## src/hw/rtl/assert_macros.svh

```systemverilog
// Assertion macros for the RTL, included by the top-level file
`ifndef ASSERT_MACROS_SVH
`define ASSERT_MACROS_SVH

// Check an implication on every clock edge outside reset
`define ASSERT_IMPLY(label, clk, rst_n, ante, cons, msg) \
  label: assert property (@(posedge clk) disable iff (!rst_n) (ante) |-> (cons)) \
    else $error(msg);

// Check that the consequence holds in the cycle after the antecedent
`define ASSERT_NEXT(label, clk, rst_n, ante, cons, msg) \
  label: assert property (@(posedge clk) disable iff (!rst_n) (ante) |=> (cons)) \
    else $error(msg);

`endif

```

## src/hw/rtl/frgf_pkg.sv

```systemverilog
// Package for the font ROM glyph fetch unit: types, constants, address map
package frgf_pkg;

  localparam logic [5:0] WIDE_BYTES   = 6'd32;
  localparam logic [5:0] NARROW_BYTES = 6'd16;

  localparam logic [7:0] READ_CMD = 8'h03;

  // wide glyph address map
  localparam logic [7:0]  ROW_FIRST  = 8'hB0;
  localparam logic [7:0]  ROW_LAST   = 8'hF7;
  localparam logic [7:0]  COL_FIRST  = 8'hA1;
  localparam logic [12:0] ROW_STRIDE = 13'd94;
  localparam logic [12:0] INDEX_BIAS = 13'd846;

  // narrow glyph address map
  localparam logic [15:0] SYM_FIRST   = 16'hA3A1;
  localparam logic [15:0] SYM_LAST    = 16'hA3FE;
  localparam logic [23:0] SYM_BASE    = 24'h03B7D0;
  localparam logic [15:0] ASCII_FIRST = 16'h0020;
  localparam logic [15:0] ASCII_LAST  = 16'h007E;
  localparam logic [23:0] ASCII_BASE  = 24'h03B7C0;

  // blank codes
  localparam logic [15:0] BLANK_CODE = 16'hA3A0;
  localparam logic [15:0] NULL_CODE  = 16'h0000;

  typedef enum logic {
    OP_TICK  = 1'b0,
    OP_START = 1'b1
  } op_e;

  typedef struct packed {
    op_e         op;
    logic [15:0] char_code;
    logic        wide_glyph;
    logic        miso;
  } item_t;

  typedef struct packed {
    logic       rom_select_n;
    logic       rom_clock;
    logic       rom_mosi;
    logic [7:0] glyph_byte;
    logic       byte_valid;
    logic       last_byte;
    logic       busy_res;
  } result_t;

endpackage

```

## src/hw/rtl/font_rom_glyph_fetch_unit.sv

```systemverilog
// Font ROM glyph fetch unit, top level.
// Input channel (in_valid_i / in_stall_o) carries one item per transfer:
// op_i = start with char_code_i and wide_glyph_i, or tick, which moves the
// serial ROM bus by half a clock period and samples miso_i when due.
// Output channel (out_valid_o / out_stall_i) gives exactly one result per
// item: the ROM pins (select, clock, mosi) as they stand after the item,
// plus a completed glyph byte with its valid and last flags and busy.
// A start sends read command 0x03 and a 24-bit address, then assembles
// 32 (wide) or 16 (narrow) bytes; blank codes yield 16 zero bytes, one per
// tick, with the bus left idle. A start during a fetch drops it.
// A transferred item enters the input register; when the result register
// can advance, the sequencer step writes its result there, and the outputs
// show the result register. Throughput: one item per cycle while
// out_stall_i is low, set by the single step of the sequencer between them.
// When out_stall_i holds a result, the input register fills and then
// in_stall_o rises; nothing is lost. Reset empties both registers and puts
// the sequencer in idle with the ROM deselected.
`include "assert_macros.svh"

module font_rom_glyph_fetch_unit (
  input  logic        clk_i,
  input  logic        rst_ni,
  input  logic        in_valid_i,
  output logic        in_stall_o,
  input  logic        op_i,
  input  logic [15:0] char_code_i,
  input  logic        wide_glyph_i,
  input  logic        miso_i,
  output logic        out_valid_o,
  input  logic        out_stall_i,
  output logic        rom_select_n_o,
  output logic        rom_clock_o,
  output logic        rom_mosi_o,
  output logic [7:0]  glyph_byte_o,
  output logic        byte_valid_o,
  output logic        last_byte_o,
  output logic        busy_res_o
);

  logic              in_valid_q;
  frgf_pkg::item_t   item_q;
  logic              out_valid_q;
  frgf_pkg::result_t res_q;
  frgf_pkg::result_t res_d;
  logic              advance;
  logic              fire;
  logic              in_xfer;

  assign advance    = !out_valid_q || !out_stall_i;
  assign fire       = in_valid_q && advance;
  assign in_stall_o = in_valid_q && !advance;
  assign in_xfer    = in_valid_i && !in_stall_o;

  always_ff @(posedge clk_i or negedge rst_ni) begin
    if (!rst_ni) begin
      in_valid_q  <= 1'b0;
      out_valid_q <= 1'b0;
      res_q       <= '{rom_select_n: 1'b1, rom_clock: 1'b0, rom_mosi: 1'b0,
                       glyph_byte: 8'd0, byte_valid: 1'b0, last_byte: 1'b0,
                       busy_res: 1'b0};
    end else begin
      in_valid_q <= in_xfer || (in_valid_q && !advance);
      if (advance) begin
        out_valid_q <= in_valid_q;
      end
      if (fire) begin
        res_q <= res_d;
      end
    end
  end

  always_ff @(posedge clk_i) begin
    if (in_xfer) begin
      item_q <= '{op: frgf_pkg::op_e'(op_i), char_code: char_code_i,
                  wide_glyph: wide_glyph_i, miso: miso_i};
    end
  end

  frgf_engine u_engine (
    .clk_i    (clk_i),
    .rst_ni   (rst_ni),
    .fire_i   (fire),
    .item_i   (item_q),
    .result_o (res_d)
  );

  assign out_valid_o    = out_valid_q;
  assign rom_select_n_o = res_q.rom_select_n;
  assign rom_clock_o    = res_q.rom_clock;
  assign rom_mosi_o     = res_q.rom_mosi;
  assign glyph_byte_o   = res_q.glyph_byte;
  assign byte_valid_o   = res_q.byte_valid;
  assign last_byte_o    = res_q.last_byte;
  assign busy_res_o     = res_q.busy_res;

  `ASSERT_IMPLY(a_idle_bus_quiet, clk_i, rst_ni, out_valid_q && !res_q.busy_res, res_q.rom_select_n && !res_q.rom_clock && !res_q.rom_mosi, "bus active while idle")
  `ASSERT_IMPLY(a_last_ends_fetch, clk_i, rst_ni, out_valid_q && res_q.last_byte, res_q.byte_valid && !res_q.busy_res, "last byte without end of fetch")
  `ASSERT_NEXT(a_result_from_item, clk_i, rst_ni, !out_valid_q && !in_valid_q, !out_valid_q, "result without an item")

endmodule

```

## src/hw/rtl/frgf_addr.sv

```systemverilog
// ROM address lookup and blank detection for a character code
module frgf_addr (
  input  logic [15:0] char_code_i,
  input  logic        wide_glyph_i,
  output logic [23:0] rom_addr_o,
  output logic        blank_o
);

  logic [7:0]  hi;
  logic [7:0]  lo;
  logic [7:0]  row_full;
  logic [7:0]  col_full;
  logic [12:0] row_off;
  logic [12:0] glyph_idx;
  logic        wide_ok;
  logic [15:0] sym_off;
  logic [15:0] ascii_off;
  logic [23:0] wide_addr;
  logic [23:0] narrow_addr;

  assign hi = char_code_i[15:8];
  assign lo = char_code_i[7:0];

  assign blank_o = (char_code_i == frgf_pkg::BLANK_CODE) ||
                   (char_code_i == frgf_pkg::NULL_CODE);

  always_comb begin
    wide_ok   = (hi >= frgf_pkg::ROW_FIRST) && (hi <= frgf_pkg::ROW_LAST) &&
                (lo >= frgf_pkg::COL_FIRST);
    row_full  = hi - frgf_pkg::ROW_FIRST;
    col_full  = lo - frgf_pkg::COL_FIRST;
    row_off   = 13'(row_full[6:0]) * frgf_pkg::ROW_STRIDE;
    glyph_idx = row_off + 13'(col_full) + frgf_pkg::INDEX_BIAS;
    wide_addr = wide_ok ? 24'({glyph_idx, 5'b0}) : 24'd0;

    sym_off   = char_code_i - frgf_pkg::SYM_FIRST;
    ascii_off = char_code_i - frgf_pkg::ASCII_FIRST;
    if ((char_code_i >= frgf_pkg::SYM_FIRST) && (char_code_i <= frgf_pkg::SYM_LAST)) begin
      narrow_addr = 24'({sym_off[6:0], 4'b0}) + frgf_pkg::SYM_BASE;
    end else if ((char_code_i >= frgf_pkg::ASCII_FIRST) &&
                 (char_code_i <= frgf_pkg::ASCII_LAST)) begin
      narrow_addr = 24'({ascii_off[6:0], 4'b0}) + frgf_pkg::ASCII_BASE;
    end else begin
      narrow_addr = 24'd0;
    end

    rom_addr_o = wide_glyph_i ? wide_addr : narrow_addr;
  end

endmodule

```

## src/hw/rtl/frgf_engine.sv

```systemverilog
// Serial bus sequencer: one step per item, state held across items
module frgf_engine (
  input  logic             clk_i,
  input  logic             rst_ni,
  input  logic             fire_i,
  input  frgf_pkg::item_t  item_i,
  output frgf_pkg::result_t result_o
);

  typedef enum logic [1:0] {
    PH_IDLE = 2'd0,
    PH_SEND = 2'd1,
    PH_RECV = 2'd2,
    PH_FILL = 2'd3
  } phase_e;

  phase_e      phase_q, phase_d;
  logic [31:0] cmd_q, cmd_d;
  logic [5:0]  hbc_q, hbc_d;
  logic [7:0]  rx_q, rx_d;
  logic [5:0]  left_q, left_d;
  logic [23:0] rom_addr;
  logic        blank;
  logic        on_bus;

  frgf_addr u_addr (
    .char_code_i  (item_i.char_code),
    .wide_glyph_i (item_i.wide_glyph),
    .rom_addr_o   (rom_addr),
    .blank_o      (blank)
  );

  always_comb begin
    phase_d = phase_q;
    cmd_d   = cmd_q;
    hbc_d   = hbc_q;
    rx_d    = rx_q;
    left_d  = left_q;
    result_o.glyph_byte = 8'd0;
    result_o.byte_valid = 1'b0;
    result_o.last_byte  = 1'b0;

    if (item_i.op == frgf_pkg::OP_START) begin
      hbc_d = 6'd0;
      rx_d  = 8'd0;
      if (blank) begin
        phase_d = PH_FILL;
        cmd_d   = 32'd0;
        left_d  = frgf_pkg::NARROW_BYTES;
      end else begin
        phase_d = PH_SEND;
        cmd_d   = {frgf_pkg::READ_CMD, rom_addr};
        left_d  = item_i.wide_glyph ? frgf_pkg::WIDE_BYTES : frgf_pkg::NARROW_BYTES;
      end
    end else begin
      case (phase_q)
        PH_SEND: begin
          if (hbc_q == 6'd63) begin
            phase_d = PH_RECV;
            hbc_d   = 6'd0;
          end else begin
            hbc_d = hbc_q + 6'd1;
            // falling edge brings the next bit
            if (!hbc_d[0]) begin
              cmd_d = {cmd_q[30:0], 1'b0};
            end
          end
        end
        PH_RECV: begin
          if (!hbc_q[0]) begin
            rx_d = {rx_q[6:0], item_i.miso};
            if (hbc_q == 6'd14) begin
              result_o.glyph_byte = rx_d;
              result_o.byte_valid = 1'b1;
              left_d = left_q - 6'd1;
              if (left_d == 6'd0) begin
                result_o.last_byte = 1'b1;
                phase_d = PH_IDLE;
                hbc_d   = 6'd0;
                cmd_d   = 32'd0;
              end else begin
                hbc_d = 6'd15;
              end
            end else begin
              hbc_d = {2'b0, hbc_q[3:0] + 4'd1};
            end
          end else begin
            hbc_d = {2'b0, hbc_q[3:0] + 4'd1};
          end
        end
        PH_FILL: begin
          result_o.byte_valid = 1'b1;
          left_d = left_q - 6'd1;
          if (left_d == 6'd0) begin
            result_o.last_byte = 1'b1;
            phase_d = PH_IDLE;
          end
        end
        default: begin
          // idle tick: hold
        end
      endcase
    end

    on_bus = (phase_d == PH_SEND) || (phase_d == PH_RECV);
    result_o.rom_select_n = !on_bus;
    result_o.rom_clock    = on_bus && hbc_d[0];
    result_o.rom_mosi     = (phase_d == PH_SEND) && cmd_d[31];
    result_o.busy_res     = (phase_d != PH_IDLE);
  end

  always_ff @(posedge clk_i or negedge rst_ni) begin
    if (!rst_ni) begin
      phase_q <= PH_IDLE;
      cmd_q   <= 32'd0;
      hbc_q   <= 6'd0;
      rx_q    <= 8'd0;
      left_q  <= 6'd0;
    end else if (fire_i) begin
      phase_q <= phase_d;
      cmd_q   <= cmd_d;
      hbc_q   <= hbc_d;
      rx_q    <= rx_d;
      left_q  <= left_d;
    end
  end

endmodule
```

## config.mk

```make
export PLATFORM = sky130hd
export DESIGN_NAME = font_rom_glyph_fetch_unit
export DESIGN_NICKNAME = d
export VERILOG_FILES = /design/src/hw/rtl/frgf_pkg.sv /design/src/hw/rtl/font_rom_glyph_fetch_unit.sv /design/src/hw/rtl/frgf_addr.sv /design/src/hw/rtl/frgf_engine.sv
export VERILOG_INCLUDE_DIRS = /design/src /design/src/hw/rtl
export SDC_FILE = /design/constraint.sdc
export NUM_CORES = 1
export LEC_CHECK = 0
export BUFFER_PORTS_ARGS = -buffer_cell sky130_fd_sc_hd__buf_2
export CAP_MARGIN = 20
export CORE_AREA = 2 2 120 122
export CTS_BUF_LIST = sky130_fd_sc_hd__clkbuf_8
export CTS_CLUSTER_SIZE = 24
export DETAILED_ROUTE_END_ITERATION = 8
export DIE_AREA = 0 0 122 124
export PLACE_DENSITY = 0.65
export SLEW_MARGIN = 20
export SYNTH_ARGS = -nofsm -noshare
export SYNTH_HDL_FRONTEND = slang
export SYNTH_HIERARCHICAL = 1
export SYNTH_SLANG_ARGS = --single-unit
```

## constraint.sdc

```tcl
create_clock -name clk_i -period 14.2 [get_ports clk_i]
set_clock_uncertainty 0.2 [all_clocks]
set_input_delay 2.84 -clock clk_i [delete_from_list [all_inputs] [get_ports clk_i]]
set_output_delay 2.84 -clock clk_i [all_outputs]
set_load 0.02 [all_outputs]
```

# == Word-level counts from Yosys, hierarchy flattened ==
# Cells that the tools add are included.
# op_classes
n_bitwise,0
multipliers,1
muxes,40
addsub,11
div_mod_pow,0
n_reduce_logical,28
eq_ne,14
n_shift,0
order_cmp,7
# ops
operator,count
32-bit 2-to-1 mux,6
32-bit case mux with 2 select lines,1
6-bit 2-to-1 mux,7
"11-bit by 18-bit adder with 19-bit output, second input constant",2
19-bit 2-to-1 mux,2
10-bit 2-to-1 mux,3
26-bit 2-to-1 mux,1
24-bit 2-to-1 mux,1
6-bit case mux with 2 select lines,2
7-bit 2-to-1 mux,3
"7-bit by 6-bit subtractor with 7-bit output, second input constant",3
18-bit 2-to-1 mux,1
"16-bit == test, second input constant",1
"16-bit greater-or-equal comparator, second input constant",1
"16-bit by 6-bit greater-or-equal comparator with 1-bit output, second input constant",1
"8-bit greater-or-equal comparator, second input constant",2
"16-bit less-or-equal comparator, second input constant",1
"16-bit by 7-bit less-or-equal comparator with 1-bit output, second input constant",1
16-bit zero test,1
"13-bit by 10-bit adder with 13-bit output, second input constant",1
13-bit by 8-bit adder with 13-bit output,1
"7-bit by 6-bit multiplier with 12-bit output, second input constant",1
2-bit 2-to-1 mux,6
4-bit 2-to-1 mux,3
26 further kinds,49
# word_totals
word_cells,121
input_bits,23
mem_bits_ro,0
memories,0
latch_bits,0
register_bits,88
ram_bits,0
out_inout_bits,16

# == Depth between registers and ports, before layout ==
# Gate-level depths: netlist of the first run.
# logic_depth
word_depth,10
mapped_depth,22
ltp_nobuf,22

# == Modules after synthesis ==
# Netlist of the first run, hierarchy kept.
# modules_own_cells
module,seq_area_each_um2,instances,area_each_um2,cells_per_inst
frgf_engine,1326.3,1,3009.1,339
frgf_addr,0.0,1,2502.4,324
font_rom_glyph_fetch_unit,972.2,1,1232.4,56

# == Least setup slack after synthesis of the first run ==
# OpenSTA, ideal clock, no wires.
# synth_timing
kind,input -> output
startpoint,input port out_stall_i
endpoint,output port in_stall_o
slack_ns,8.072
path_buffers,0
required_ns,11.160
cell_stages,2
arrival_time_ns,3.088
path_cell_list,nand3_1 inv_1
# synth_between
elab_chain_len,4
# synth_lines
element,line,rtl
"start, declared",font_rom_glyph_fetch_unit.sv:30,"input logic out_stall_i,"
1-bit zero test,font_rom_glyph_fetch_unit.sv:49,assign advance = !out_valid_q || !out_stall_i;
1-bit logical OR,font_rom_glyph_fetch_unit.sv:49,
1-bit zero test,font_rom_glyph_fetch_unit.sv:51,assign in_stall_o = in_valid_q && !advance;
1-bit logical AND,font_rom_glyph_fetch_unit.sv:51,
"end, declared",font_rom_glyph_fetch_unit.sv:24,"output logic in_stall_o,"
# No other way between the ends.

# == Final worst setup path of the first run ==
# Ends and elaborated chain as after synthesis.

==> results of run 1 <==
-- path summary, 6_finish.rpt --
kind | to | startpoint | depth (start not counted) | slack, ns
max in group asynchronous | u_engine/left_q[5]$_DFFE_PN0P_ | rst_ni | 2 | 10.75
hold reg to reg | u_engine/rx_q[6]$_DFFE_PN0P_ | u_engine/rx_q[6]$_DFFE_PN0P_ | 2 | 0.27
min in group asynchronous | u_engine/cmd_q[18]$_DFFE_PN0P_ | rst_ni | 2 | 2.44
hold / removal | u_engine/rx_q[6]$_DFFE_PN0P_ | u_engine/rx_q[6]$_DFFE_PN0P_ | 2 | 0.27
setup reg to reg | u_engine/cmd_q[17]$_DFFE_PN0P_ | item_q[14]$_DFFE_PP_ | 22 | 8.70
setup / recovery | in_stall_o | out_stall_i | 4 | 7.85
-- cells in the final DEF (no fill, tap or decap), types with 23 or more instances in the layout --
master | Yosys | layout
inv_1 | 72 | 73
dfrtp_1 | 68 | 68
ha_1 | 67 | 67
a21oi_1 | 61 | 61
nand2_1 | 45 | 45
buf_2 | 9 | 38
o21ai_0 | 36 | 36
a31oi_1 | 28 | 27
a22oi_1 | 23 | 23
-- worst max-delay path: cells and delay by family --
family	cells	cell delay [ns]
buf+inv	3	0.34
simple gates	1	0.12
-- per-stage QoR --
step / worst slack, ns / power (W) / utilization (%) / area [µm²] / cells
5_1_grt: 7.793 / 0.001354 / 52.60 / 7217 / 923
2_1_floorplan: 8.072 / 0.0009237 / - / 6778 / 728
3_5_place_dp: 7.848 / 0.001053 / 51.10 / 7010 / 907
3_3_place_gp: 7.881 / 0.001032 / 51.10 / 7010 / 907
4_1_cts: 7.845 / 0.001244 / 52.60 / 7217 / 923
6_report: 7.852 / 0.001242 / 52.60 / 7217 / 923
-- power breakdown --
group	switching (W)	internal, W
clock	0.0000913	0.0000907
combinational	0.000387	0.000300
sequential	0.0000521	0.000320
total	0.000531	0.000712
-- flip-flops by register name (all words and copies together) (netlist names) --
name / count
item_q: 19
byte_valid_o: 1
last_byte_o: 1
u_engine/rx_q: 7
rom_clock_o: 1
u_engine/hbc_q: 6
rom_select_n_o: 1
in_valid_q: 1
busy_res_o: 1
glyph_byte_o: 8
out_valid_o: 1
rom_mosi_o: 1
u_engine/phase_q: 2
u_engine/cmd_q: 32
u_engine/left_q: 6
-- area by class of cell --
cell class | instances | area (µm²) | area share [%]
clock buffers | 11 | 151.4 | 2.098
clock inverters | 5 | 55.05 | 0.7628
inverters | 74 | 277.8 | 3.849
multi-input cells | 522 | 3981 | 55.17
flip-flops and latches | 88 | 2298 | 31.85
well taps | 180 | 225.2 | 3.121
repair buffers | 43 | 227.7 | 3.155
-- per-layer routing --
metal | routed length [µm] | up-vias | track usage (%)
met3 | 539 | 16 | 2.885
met5 | 0 | - | 0
li1 | - | 2614 | -
met4 | 212 | 0 | 7.471
met2 | 6302 | 118 | 29.61
met1 | 7149 | 2495 | 28.96
-- logic make-up (layout without fill, tap and decap cells) --
group | count (synthesis) | after routing | share of synthesized area, %
adders and majority gates | 80 | 80 | 16.29
buffers and inverters | 118 | 133 | 7.644
other | 1 | 10 | 0.05561
AOI/OAI and AO/OA | 218 | 218 | 20.87
DFF | 88 | 88 | 34.08
muxes | 22 | 22 | 4.063
xor gates and xnor gates | 29 | 29 | 3.970
and+or+nand+nor | 163 | 163 | 13.02
==> run metrics, run 1 <==
worst vdd ir 143.3 µV; 1st-pass router iterations 5; WP data arrival ~3.3 ns; first-pass GRT wire length ~24000 µm; Post-Syn Area per Cell around 9.4 µm²; leading area contributor after synthesis dfrtp_1; Tightest Pin Transition 1.005 ns; Initial DRC Count 486; Clock Latency Late Sink 0.37 ns; count of input and output buffers 38; power per cell area around 170 nW/µm²; antenna violations before repair 0; WS Path Type input pin to primary output; final-report setup violation count 0; hold-fix buffers at CTS 0; final WL 14200 µm; Syn Std Cell Area between 6000 and 7000 µm²; Slowest cell on crit path buf_2; die height about 120 µm; Ys Warns 6; post-synthesis instance total between 700 and 800; WL per Instance between 15 and 20 µm; global route overflow 0; DIE WIDTH 122 µm; Relative slew margins 32.40%; vias in the first global route 5018; Lkg Pwr approximately 3.3 nW; most common cell in the netlist inv_1; Max Transition Viols Final 0; Layout area overhead 7.013%; Clock Path Buffers 2; CTS tree yes; CP cell instances buf_2 > nand3_1 > inv_1 > buf_2; GP Congestion 0.8796; Startpoint Class input pin; Vias ~5200; Async S/R FF share, synth about four fifths; post-CTS resize count 0; Worst-path clk slew 0.09 ns; initial core utilization 49.16%; Largest stage delay, worst path 0.15 ns; Crit path required time 11.16 ns; Yosys top cell area share 25.23%; layout cells sized above 1 11.98%; period utilisation layout between 40 and 50%; die area 15130 µm²; Yosys reg bits 88; unrepaired setup endpoints after global routing no; Critical Path Fanout Max 3; final antenna-violating net count 0; Fin Setup TNS 0 ns; maxcap violations 0; clk sink count 88; top cells by count, synth 72 x inv_1, 68 x dfrtp_1, 67 x ha_1, 61 x a21oi_1, 45 x nand2_1; gr usage total 19.77%; CTS Buf Count 9; Nets 841; Worst setup EP type primary output; worst hold slack 0.2727 ns; ys flop type dfrtp_1; Area contributors post-synth dfrtp_1 25%, ha_1 12%, edfxtp_1 8.5%; Vias per Instance 5.680; # H-tree levels 3; Clock Tree Root clkbuf_8; num ports 39; largest net degree at the start of global routing 70; Post-synth EDFFs 19; final hold vios 0; register area share after synthesis 34.08%; antenna cells 0; row count 43; Final min period 6.348 ns; status completed; fmax between 0.15 and 0.2 GHz; Synth cell types 75; dpl hpwl 10010 µm; DRC Markers 0; core box area 13720 µm²; HP Class flop to flop; Fill cells around 1300; setup bufs post-CTS 0; CP dominant cell by count buf_2
Power figures use the tool's default switching activity.
==> inputs of run 2 (changes only) <==
Clock period 14.2 ns to 5.9 ns, I/O delays scaled along.
==> run metrics, run 2 (synthesized netlist as in run 1, its figures left out) <==
commonest cells after routing, fill and taps aside 73 x inv_1, 68 x dfrtp_1, 67 x ha_1, 61 x a21oi_1, 45 x nand2_1 (unchanged); final std cells w/o fill 924 (was 923); Lkg Pwr 3.343 nW (was 3.328 nW); Fin Setup TNS 0 ns (unchanged); antenna violations before repair 0 (unchanged); met1 WL 7029 µm (was 7149 µm); Biggest register u_engine/cmd_q (unchanged); Hold Crit Depth 2 (unchanged); global route overflow 0 (unchanged); CP cell instances inv_1 > ha_1 > xnor2_1 > xnor2_1 > fa_1 > fa_1 > inv_1 > ha_1 > o21ai_0 > o21bai_1 > a21oi_1 > xnor2_1 > inv_1 > ha_1 > a21oi_1 > o211ai_1 > a31oi_1 > nor3_1 > xnor3_1 > o21ai_0 > a22oi_1 > a31oi_1 (was buf_2 > nand3_1 > inv_1 > buf_2); length of routed met3 wiring 546 µm (was 539 µm); period utilisation layout 91.57%; DIE WIDTH 122 µm (unchanged); Fill cells 1288 (was 1282); Placement Cell Area 7018 µm² (was 7010 µm²); footprint of the multi-input gates 3981 µm² (unchanged); most common cell after layout, fill and taps aside inv_1 (unchanged); count of input and output buffers 38 (unchanged); final antenna-violating net count 0 (unchanged); Reg area 2298 µm² (unchanged); Vias 5285 (was 5243); post-CTS resize count 0 (unchanged); gr usage total 19.84% (was 19.77%); design area 7237 µm² (was 7217 µm²); Largest stage delay, worst path 0.54 ns (was 0.15 ns); Clock Latency Late Sink 0.37 ns (about the same); Final min period 5.403 ns; CP bufs+invs 3 (unchanged); Clock Path Buffers 2 (unchanged); largest net degree at the start of global routing 70 (unchanged); WL per Instance 15.32 µm (was 15.39 µm); core box area 13720 µm² (unchanged); power per cell area 417.6 nW/µm² (was 172.2 nW/µm²); die height 124 µm (unchanged); die area 15130 µm² (unchanged); row count 43 (unchanged); Startpoint Class flop (was input pin); first-pass GRT wire length 24030 µm (was 24000 µm); WS Path Type flop to flop (was input pin to primary output); total design power 0.003022 W (was 0.001242 W); unrepaired setup endpoints after global routing no (unchanged); Clock Tree Root clkbuf_8 (unchanged); clk sink count 88 (unchanged); WP data arrival 5.43 ns (was 3.31 ns); Worst setup EP type flop (was primary output); fin util 52.75% (was 52.60%); GP Congestion 0.9552 (was 0.8796); # H-tree levels 3 (unchanged); Worst path depth 22 (was 4); final hold vios 0 (unchanged); Crit path max-delay family adder cells (was buffers and inverters); placed insts 908 (was 907); FF-to-FF path depth 22 (unchanged); met2 wire length 6269 µm (was 6302 µm); Slowest cell on crit path fa_1 (was buf_2); CTS Buf Count 9 (unchanged); dpl hpwl 10120 µm (was 10010 µm); Initial DRC Count 443 (was 486); Nets 842 (was 841); Max Transition Viols Final 0 (unchanged); setup bufs post-CTS 0 (unchanged); final WL 14160 µm (was 14200 µm); Highest Signal Layer met4 (unchanged); CTS tree yes (unchanged); final-report setup violation count 0 (unchanged); maxcap violations 0 (unchanged); HP Class flop to flop (unchanged); 1st-pass router iterations 5 (unchanged); Relative slew margins 30.74% (was 32.40%); Crit path required time 5.93 ns (was 11.16 ns); initial core utilization 49.16% (unchanged); Layout area overhead 7.310% (was 7.013%); hold-fix buffers at CTS 0 (unchanged); Tightest Pin Transition 1.030 ns (was 1.005 ns); max reg flops 32 (unchanged); Worst-path clk slew 0.09 ns (about the same); layout cells sized above 1 12.10% (was 11.98%); vias in the first global route 5017 (was 5018); DRC Markers 0 (unchanged); fmax 0.1851 GHz; num ports 39 (unchanged); antenna cells 0 (unchanged); worst vdd ir 252.6 µV (was 143.3 µV); Critical Path Fanout Max 6 (was 3); Vias per Instance 5.720 (was 5.680); status completed (unchanged)
[run 2: changes by cell type in the layout (fill, tap and decap cells not counted), sizes merged]
cell,delta
inv,+1
bufinv,+1
buf,+1
clkinv,+1
clkinvlp,-1
clkbuf,-2
[run 2: final timing paths]
check | startpoint | endpoint | slack [ns]
worst max-delay path | item_q[14]$_DFFE_PP_ | u_engine/cmd_q[17]$_DFFE_PN0P_ | 0.50
worst min-delay path | u_engine/rx_q[6]$_DFFE_PN0P_ | u_engine/rx_q[6]$_DFFE_PN0P_ | 0.28
worst max register to register | item_q[14]$_DFFE_PP_ | u_engine/cmd_q[17]$_DFFE_PN0P_ | 0.50
worst min register to register | u_engine/rx_q[6]$_DFFE_PN0P_ | u_engine/rx_q[6]$_DFFE_PN0P_ | 0.28
max in group asynchronous | rst_ni | u_engine/cmd_q[31]$_DFFE_PN0P_ | 4.14
min in group asynchronous | rst_ni | u_engine/cmd_q[17]$_DFFE_PN0P_ | 0.80
[run 2: metal layers]
layer,up-vias,track usage (%)
li1,2624,-
met1,2517,28.30
met2,119,30.13
met3,25,2.976
met4,0,8.405
met5,-,0
[run 2: metrics by stage]
stage / hold slack [ns] / setup WS [ns]
floorplan: 0.2304 / 0.9715
finish: 0.2750 / 0.4975
detailed placement: 0.2533 / 0.4714
CTS: 0.2766 / 0.4550
global placement: 0.2509 / 0.7534
global route: 0.2987 / 0.07166
[run 2: power by group]
| group | total, W | leakage [nW] | switching (W) | internal (W) |
|---|---|---|---|---|
| clock network | 0.000471 | 0.117 | 0.000230 | 0.000240 |
| logic | 0.00166 | 2.17 | 0.000934 | 0.000723 |
| registers | 0.000894 | 1.06 | 0.000123 | 0.000771 |
[run 2: area by class of cell]
cell class / count / area share, %
clock inverters: 7 / 1.314
inverters: 74 / 3.838
multi-input cells: 522 / 55.01
repair buffers: 44 / 3.250
clock buffers: 9 / 1.712
flip-flops and latches: 88 / 31.76
well taps: 180 / 3.112
[run 2: worst reg2reg max path, cell delays in order (launching register included)]
cell and delay (ns):
edfxtp_1 0.48, inv_1 0.17, ha_1 0.41, xnor2_1 0.22, xnor2_1 0.16, fa_1 0.46, fa_1 0.54, inv_1 0.04
ha_1 0.33, o21ai_0 0.12, o21bai_1 0.09, a21oi_1 0.18, xnor2_1 0.16, inv_1 0.07, ha_1 0.36, a21oi_1 0.24
o211ai_1 0.18, a31oi_1 0.19, nor3_1 0.07, xnor3_1 0.19, o21ai_0 0.07, a22oi_1 0.23, a31oi_1 0.10
